[src/hw/rtl/assert_macros.svh]
// ---------------------------------------------------------------------------
// Assertion macros
// Clocked concurrent assertion wrappers, empty when SYNTHESIS is defined.
// ---------------------------------------------------------------------------
`ifndef ASSERT_MACROS_SVH
`define ASSERT_MACROS_SVH
`ifndef SYNTHESIS
`define SVM_ASSERT(lbl, ck, rs, prop, msg) \
  lbl: assert property (@(posedge ck) disable iff (rs) prop) else $error(msg);
`define SVM_ASSERT_NEVER(lbl, ck, rs, expr, msg) \
  `SVM_ASSERT(lbl, ck, rs, !(expr), msg)
`else
`define SVM_ASSERT(lbl, ck, rs, prop, msg)
`define SVM_ASSERT_NEVER(lbl, ck, rs, expr, msg)
`endif
`endif

[src/hw/rtl/svm_pkg.sv]
// ---------------------------------------------------------------------------
// svm_pkg
// Sizes, opcodes, status codes, controller states and shared helpers.
// ---------------------------------------------------------------------------
`default_nettype none
package svm_pkg;
  localparam int MEM_WORDS   = 32768;
  localparam int STACK_DEPTH = 256;
  localparam int NUM_REGS    = 8;
  localparam int MEM_AW      = $clog2(MEM_WORDS);
  localparam int STK_AW      = $clog2(STACK_DEPTH);
  localparam int SP_W        = STK_AW + 1;
  localparam int REG_AW      = $clog2(NUM_REGS);
  localparam logic [15:0] OP_LAST = 16'h15;

  typedef enum logic [4:0] {
    OP_HALT, OP_SET, OP_PUSH, OP_POP, OP_EQ, OP_GT, OP_JMP, OP_JT, OP_JF,
    OP_ADD, OP_MULT, OP_MOD, OP_AND, OP_OR, OP_NOT, OP_RMEM, OP_WMEM,
    OP_CALL, OP_RET, OP_OUT, OP_IN, OP_NOOP
  } op_t;

  typedef enum logic [2:0] {
    STAT_OK, STAT_HALT, STAT_EMPTY, STAT_BADOP, STAT_OVFL, STAT_DIV0, STAT_BADARG
  } status_t;

  typedef enum logic [3:0] {
    S_CLEAR, S_IDLE, S_F0, S_F1, S_F2, S_F3, S_F4, S_EVAL, S_DIV, S_COMMIT
  } state_t;

  // controller -> datapath
  typedef struct packed {
    logic       take;
    logic       clear;
    logic       fetch;
    logic [1:0] fetch_idx;
    logic       cap;
    logic [1:0] cap_idx;
    logic       rd_issue;
    logic       div_start;
    logic       commit;
  } cmd_t;

  // datapath -> controller
  typedef struct packed {
    logic clear_done;
    logic run;
    logic need_mem;
    logic need_stk;
    logic need_div;
    logic div_busy;
    logic out_free;
  } sts_t;

  function automatic logic [2:0] op_count(input op_t op);
    logic [2:0] n;
    unique case (op)
      OP_HALT, OP_RET, OP_NOOP:                          n = 3'd0;
      OP_PUSH, OP_POP, OP_JMP, OP_CALL, OP_OUT, OP_IN:    n = 3'd1;
      OP_SET, OP_JT, OP_JF, OP_NOT, OP_RMEM, OP_WMEM:     n = 3'd2;
      default:                                           n = 3'd3;
    endcase
    return n;
  endfunction

  function automatic logic addr_ok(input logic [15:0] v);
    return 32'(v) < MEM_WORDS;
  endfunction

  function automatic logic is_reg(input logic [15:0] w);
    return w[15] && (32'(w[14:0]) < NUM_REGS);
  endfunction
endpackage
`default_nettype wire

[src/hw/rtl/svm_ctrl.sv]
// ---------------------------------------------------------------------------
// svm_ctrl
// Sequencer: memory clear, word fetch, operand read, divide wait, commit.
// ---------------------------------------------------------------------------
`default_nettype none
module svm_ctrl (
  input  wire logic          clk,
  input  wire logic          rst,
  input  wire logic          s_tvalid,
  output logic               s_tready,
  input  wire svm_pkg::sts_t sts,
  output svm_pkg::cmd_t      cmd
);
  svm_pkg::state_t state, state_next;

  // state register
  always_ff @(posedge clk) begin
    if (rst) begin
      state <= svm_pkg::S_CLEAR;
    end else begin
      state <= state_next;
    end
  end

  // next state and commands
  always_comb begin
    state_next = state;
    cmd        = '0;
    s_tready   = 1'b0;
    unique case (state)
      svm_pkg::S_CLEAR: begin
        cmd.clear = !sts.clear_done;
        if (sts.clear_done) state_next = svm_pkg::S_IDLE;
      end
      svm_pkg::S_IDLE: begin
        s_tready = 1'b1;
        cmd.take = s_tvalid;
        if (s_tvalid) state_next = svm_pkg::S_F0;
      end
      svm_pkg::S_F0: begin
        if (!sts.run) begin
          state_next = svm_pkg::S_COMMIT;
        end else begin
          cmd.fetch = 1'b1; cmd.fetch_idx = 2'd0;
          state_next = svm_pkg::S_F1;
        end
      end
      svm_pkg::S_F1: begin
        cmd.cap = 1'b1; cmd.cap_idx = 2'd0;
        cmd.fetch = 1'b1; cmd.fetch_idx = 2'd1;
        state_next = svm_pkg::S_F2;
      end
      svm_pkg::S_F2: begin
        cmd.cap = 1'b1; cmd.cap_idx = 2'd1;
        cmd.fetch = 1'b1; cmd.fetch_idx = 2'd2;
        state_next = svm_pkg::S_F3;
      end
      svm_pkg::S_F3: begin
        cmd.cap = 1'b1; cmd.cap_idx = 2'd2;
        cmd.fetch = 1'b1; cmd.fetch_idx = 2'd3;
        state_next = svm_pkg::S_F4;
      end
      svm_pkg::S_F4: begin
        cmd.cap = 1'b1; cmd.cap_idx = 2'd3;
        state_next = svm_pkg::S_EVAL;
      end
      svm_pkg::S_EVAL: begin
        if (sts.need_div) begin
          cmd.div_start = 1'b1;
          state_next = svm_pkg::S_DIV;
        end else begin
          cmd.rd_issue = sts.need_mem || sts.need_stk;
          state_next = svm_pkg::S_COMMIT;
        end
      end
      svm_pkg::S_DIV: begin
        if (!sts.div_busy) state_next = svm_pkg::S_COMMIT;
      end
      svm_pkg::S_COMMIT: begin
        cmd.commit = sts.out_free;
        if (sts.out_free) state_next = svm_pkg::S_IDLE;
      end
      default: state_next = svm_pkg::S_IDLE;
    endcase
  end
endmodule
`default_nettype wire

[config.mk]
export PLATFORM = sky130hd
export DESIGN_NAME = svm_ctrl
export DESIGN_NICKNAME = d
export VERILOG_FILES = /design/src/hw/rtl/assert_macros.svh /design/src/hw/rtl/svm_pkg.sv /design/src/hw/rtl/svm_ctrl.sv
export SDC_FILE = /design/constraint.sdc
export NUM_CORES = 1
export LEC_CHECK = 0
export BUFFER_PORTS_ARGS = -buffer_cell sky130_fd_sc_hd__buf_2
export CAP_MARGIN = 20
export CELL_PAD_IN_SITES_DETAIL_PLACEMENT = 2
export CELL_PAD_IN_SITES_GLOBAL_PLACEMENT = 2
export CORE_MARGIN = 2
export CORE_UTILIZATION = 23
export DETAILED_ROUTE_END_ITERATION = 6
export PLACE_DENSITY_LB_ADDON = 0.15
export SLEW_MARGIN = 20
export SYNTH_ARGS = -nofsm -noshare
export SYNTH_HDL_FRONTEND = slang
export SYNTH_SLANG_ARGS = --single-unit
[constraint.sdc]
create_clock -name clk -period 2.95 [get_ports clk]
set_clock_uncertainty 0.1 [all_clocks]
set_input_delay 0.1475 -clock clk [delete_from_list [all_inputs] [get_ports clk]]
set_output_delay 0.1475 -clock clk [all_outputs]
set_load 0.05 [all_outputs]
==> results.json <==
{
  "worstPathRequired_ps": 2700,
  "reg.largest.list": "state (4)",
  "grt_pass1_wl_um": 2240,
  "rr_startpoint": "state[3]$_SDFFE_PP0P_",
  "cts_tree": "done",
  "coreArea_um2": 1730,
  "first_global_vias": 465,
  "yosysWarnings": 0,
  "antenna_found_initial": 0,
  "hpwl_um": 1040,
  "dieArea_um2": 2220,
  "numCtsBuffers": 3,
  "yosysSeqAreaShare": 0.188,
  "status": "finished clean",
  "stdcell_count": 99,
  "vdd_drop_max_mv": 0.188,
  "numClockSinks": 4,
  "cp_cell_sequence": "nand2b_1 -> nor4_1 -> buf_2",
  "hold_class": "primary input to flip-flop",
  "grt_overflow": 0,
  "rsz0062_at_grt": "false",
  "fin_crit_sh": 0.648,
  "via_per_inst": 4.76,
  "cts_setup_buffers": 0,
  "dp_slack_ps": 1260,
  "holdPathEnd": "state[1]$_SDFFE_PP0P_",
  "ys.flop_type": "dfxtp_1",
  "ys_ff_latch": 4,
  "cts.reportedPaths.clkPinSlew_ps": 40,
  "largest_reg_flops": 4,
  "final_net_count": 86,
  "place_congestion": 0.677,
  "syn_avg_cell_area_um2": 7.76,
  "insertion_delay_ps": 240,
  "largest_register": "state",
  "start_kind": "flip-flop",
  "p_leak_nw": 0.257,
  "drt_iter0_markers": 1,
  "grt_max_degree": 18,
  "port_buffers": 21,
  "clockRootBuffer": "clkbuf_4",
  "synth_nets": 65,
  "worstHoldStart": "rst",
  "critPathMaxStageDelay_ps": 630,
  "grt_usage": 0.149,
  "syn2layout_area_growth_pct": 29.3,
  "setup_violations": 0,
  "maxCapViolations": 0,
  "async_flop_share": 0,
  "ant_nets": 0,
  "drc": 0,
  "arrival_ps": 1660,
  "die_w_um": 47.1,
  "worstSetupPathType": "flip-flop to output port",
  "critical-path-slowest-cell": "dfxtp_1",
  "slew_headroom": 0.611,
  "cts_hold_buffers": 0,
  "cts_buffer_depth": 2,
  "endpoint_kind": "output port",
  "holdPathStages": 2,
  "ios": 22,
  "hold_viol_final": 0,
  "dp.cells": 96,
  "synth_edf_count": 0,
  "num_antenna_cells": 0,
  "max_freq_mhz": 523,
  "worstPathMaxFanout": 13,
  "r2r_slack_ps": 1370,
  "netlist_area_um2": 427,
  "reg2reg_to": "state[2]$_SDFFE_PP0P_",
  "synth_cell_types": 32,
  "drt_wl_total_um": 1400,
  "drtPass1Iterations": 4,
  "num_rows": 15,
  "htree_levels": 1,
  "wire_per_inst_um": 14.1,
  "drive_gt1_frac": 0.432,
  "finalCriticalPeriod_ps": 1910,
  "slew_violations": 0,
  "worstMarginPinSlew_ps": 582,
  "timing.setup.tns_ps": 0,
  "vias": 471,
  "rr_worst_depth": 2,
  "start_util": 0.247,
  "cts_resized": 0,
  "fin_ws_ps": 1040,
  "die_h_um": 47.1,
  "syn_inst": 55,
  "p_per_area_nw_per_um2": 510
}
metal layers:
metal / vias up / part of all wire / routed length, µm / GRT usage
li1: 234 / - / - / -
met1: 224 / 0.46 / 644 / 0.200
met2: 11 / 0.49 / 682 / 0.236
met3: 2 / 0.031 / 43 / 0.0231
met4: 0 / 0.019 / 27 / 0.0667
met5: - / 0 / 0 / 0
layout by cell type, fill, tap and decap left out:
cell,n
nor2b_1,1
nor3b_2,1
buf_2,21
nor4b_1,2
dfxtp_1,4
o21ba_2,1
a211oi_1,2
inv_1,3
and4b_1,1
a32oi_1,1
and3b_1,1
o21ai_0,2
clkbuf_4,3
a2111oi_2,2
xor2_1,1
or2_2,1
nor3_2,1
and2b_2,1
o22ai_1,1
and2b_1,1
a21oi_1,1
a21oi_2,1
xnor2_1,1
nor4_1,1
nor3b_1,1
nand2_1,3
nand2b_1,5
and2_1,1
a2111oi_0,1
nor3_1,1
nor2_1,7
synth_stat cells, types with 2 or more instances:
master / instances / area share
nor2_1: 7 / 0.062
nor4b_1: 2 / 0.041
dfxtp_1: 4 / 0.19
nand2b_1: 5 / 0.073
a2111oi_2: 2 / 0.070
o21ai_0: 2 / 0.023
a211oi_1: 2 / 0.035
inv_1: 3 / 0.026
nand2_1: 3 / 0.026
buf_2: 3 / 0.035
cell families (layout without fill, tap and decap cells):
| kind of cell | count (synthesis) | count (layout) | synth area share |
|---|---|---|---|
| AOI/OAI and AO/OA | 12 | 12 | 0.240 |
| xor gates and xnor gates | 2 | 2 | 0.0411 |
| buffers and inverters | 8 | 27 | 0.106 |
| DFF | 4 | 4 | 0.188 |
| and+or+nand+nor | 29 | 29 | 0.425 |
metrics by stage:
step / hold WS [ps] / cell area (µm²) / total power, mW / utilization
finish: 66.6 / 552 / 0.281 / 0.320
global placement: 309 / 529 / 0.210 / 0.307
floorplan: 120 / 427 / 0.184 / -
CTS: 68.9 / 552 / 0.285 / 0.320
global route: 73.5 / 552 / 0.301 / 0.320
detailed placement: 320 / 529 / 0.212 / 0.307
worst max-delay path: cells and delay by family (launching register included):
| kind | cells | cell delay, ps |
|---|---|---|
| buffers and inverters | 1 | 310 |
| DFF | 1 | 630 |
| and+or+nand+nor | 2 | 490 |
layout make-up:
class                      instances  area (µm²)
clock buffer                       3        22.5
fill                             224        1170
inverter                           3        11.3
multi-input combinational         43         302
sequential                         4        80.1
tap                               25        31.3
timing repair buffer              21         105
power by group:
part,internal (mW),switching (mW),leakage [nW]
clock network,0.0458,0.0259,0.0138
logic,0.0425,0.0835,0.211
registers,0.0606,0.0230,0.0327
total,0.149,0.132,0.257
how the worst max path moves through the flow:
| stage | depth (start not counted) | slack (ps) | from | endpoint |
|---|---|---|---|---|
| after floorplan | 3 | 540 | state[2]$_SDFFE_PP0P_ | cmd[2] |
| after global placement | 3 | 1290 | state[2]$_SDFFE_PP0P_ | cmd[2] |
| after detailed placement | 3 | 1260 | state[2]$_SDFFE_PP0P_ | cmd[2] |
| after CTS | 3 | 1000 | state[2]$_SDFFE_PP0P_ | cmd[2] |
| after global routing | 3 | 910 | state[2]$_SDFFE_PP0P_ | cmd[2] |
| final | 3 | 1040 | state[2]$_SDFFE_PP0P_ | cmd[2] |
(Power assumes the default switching activity.)
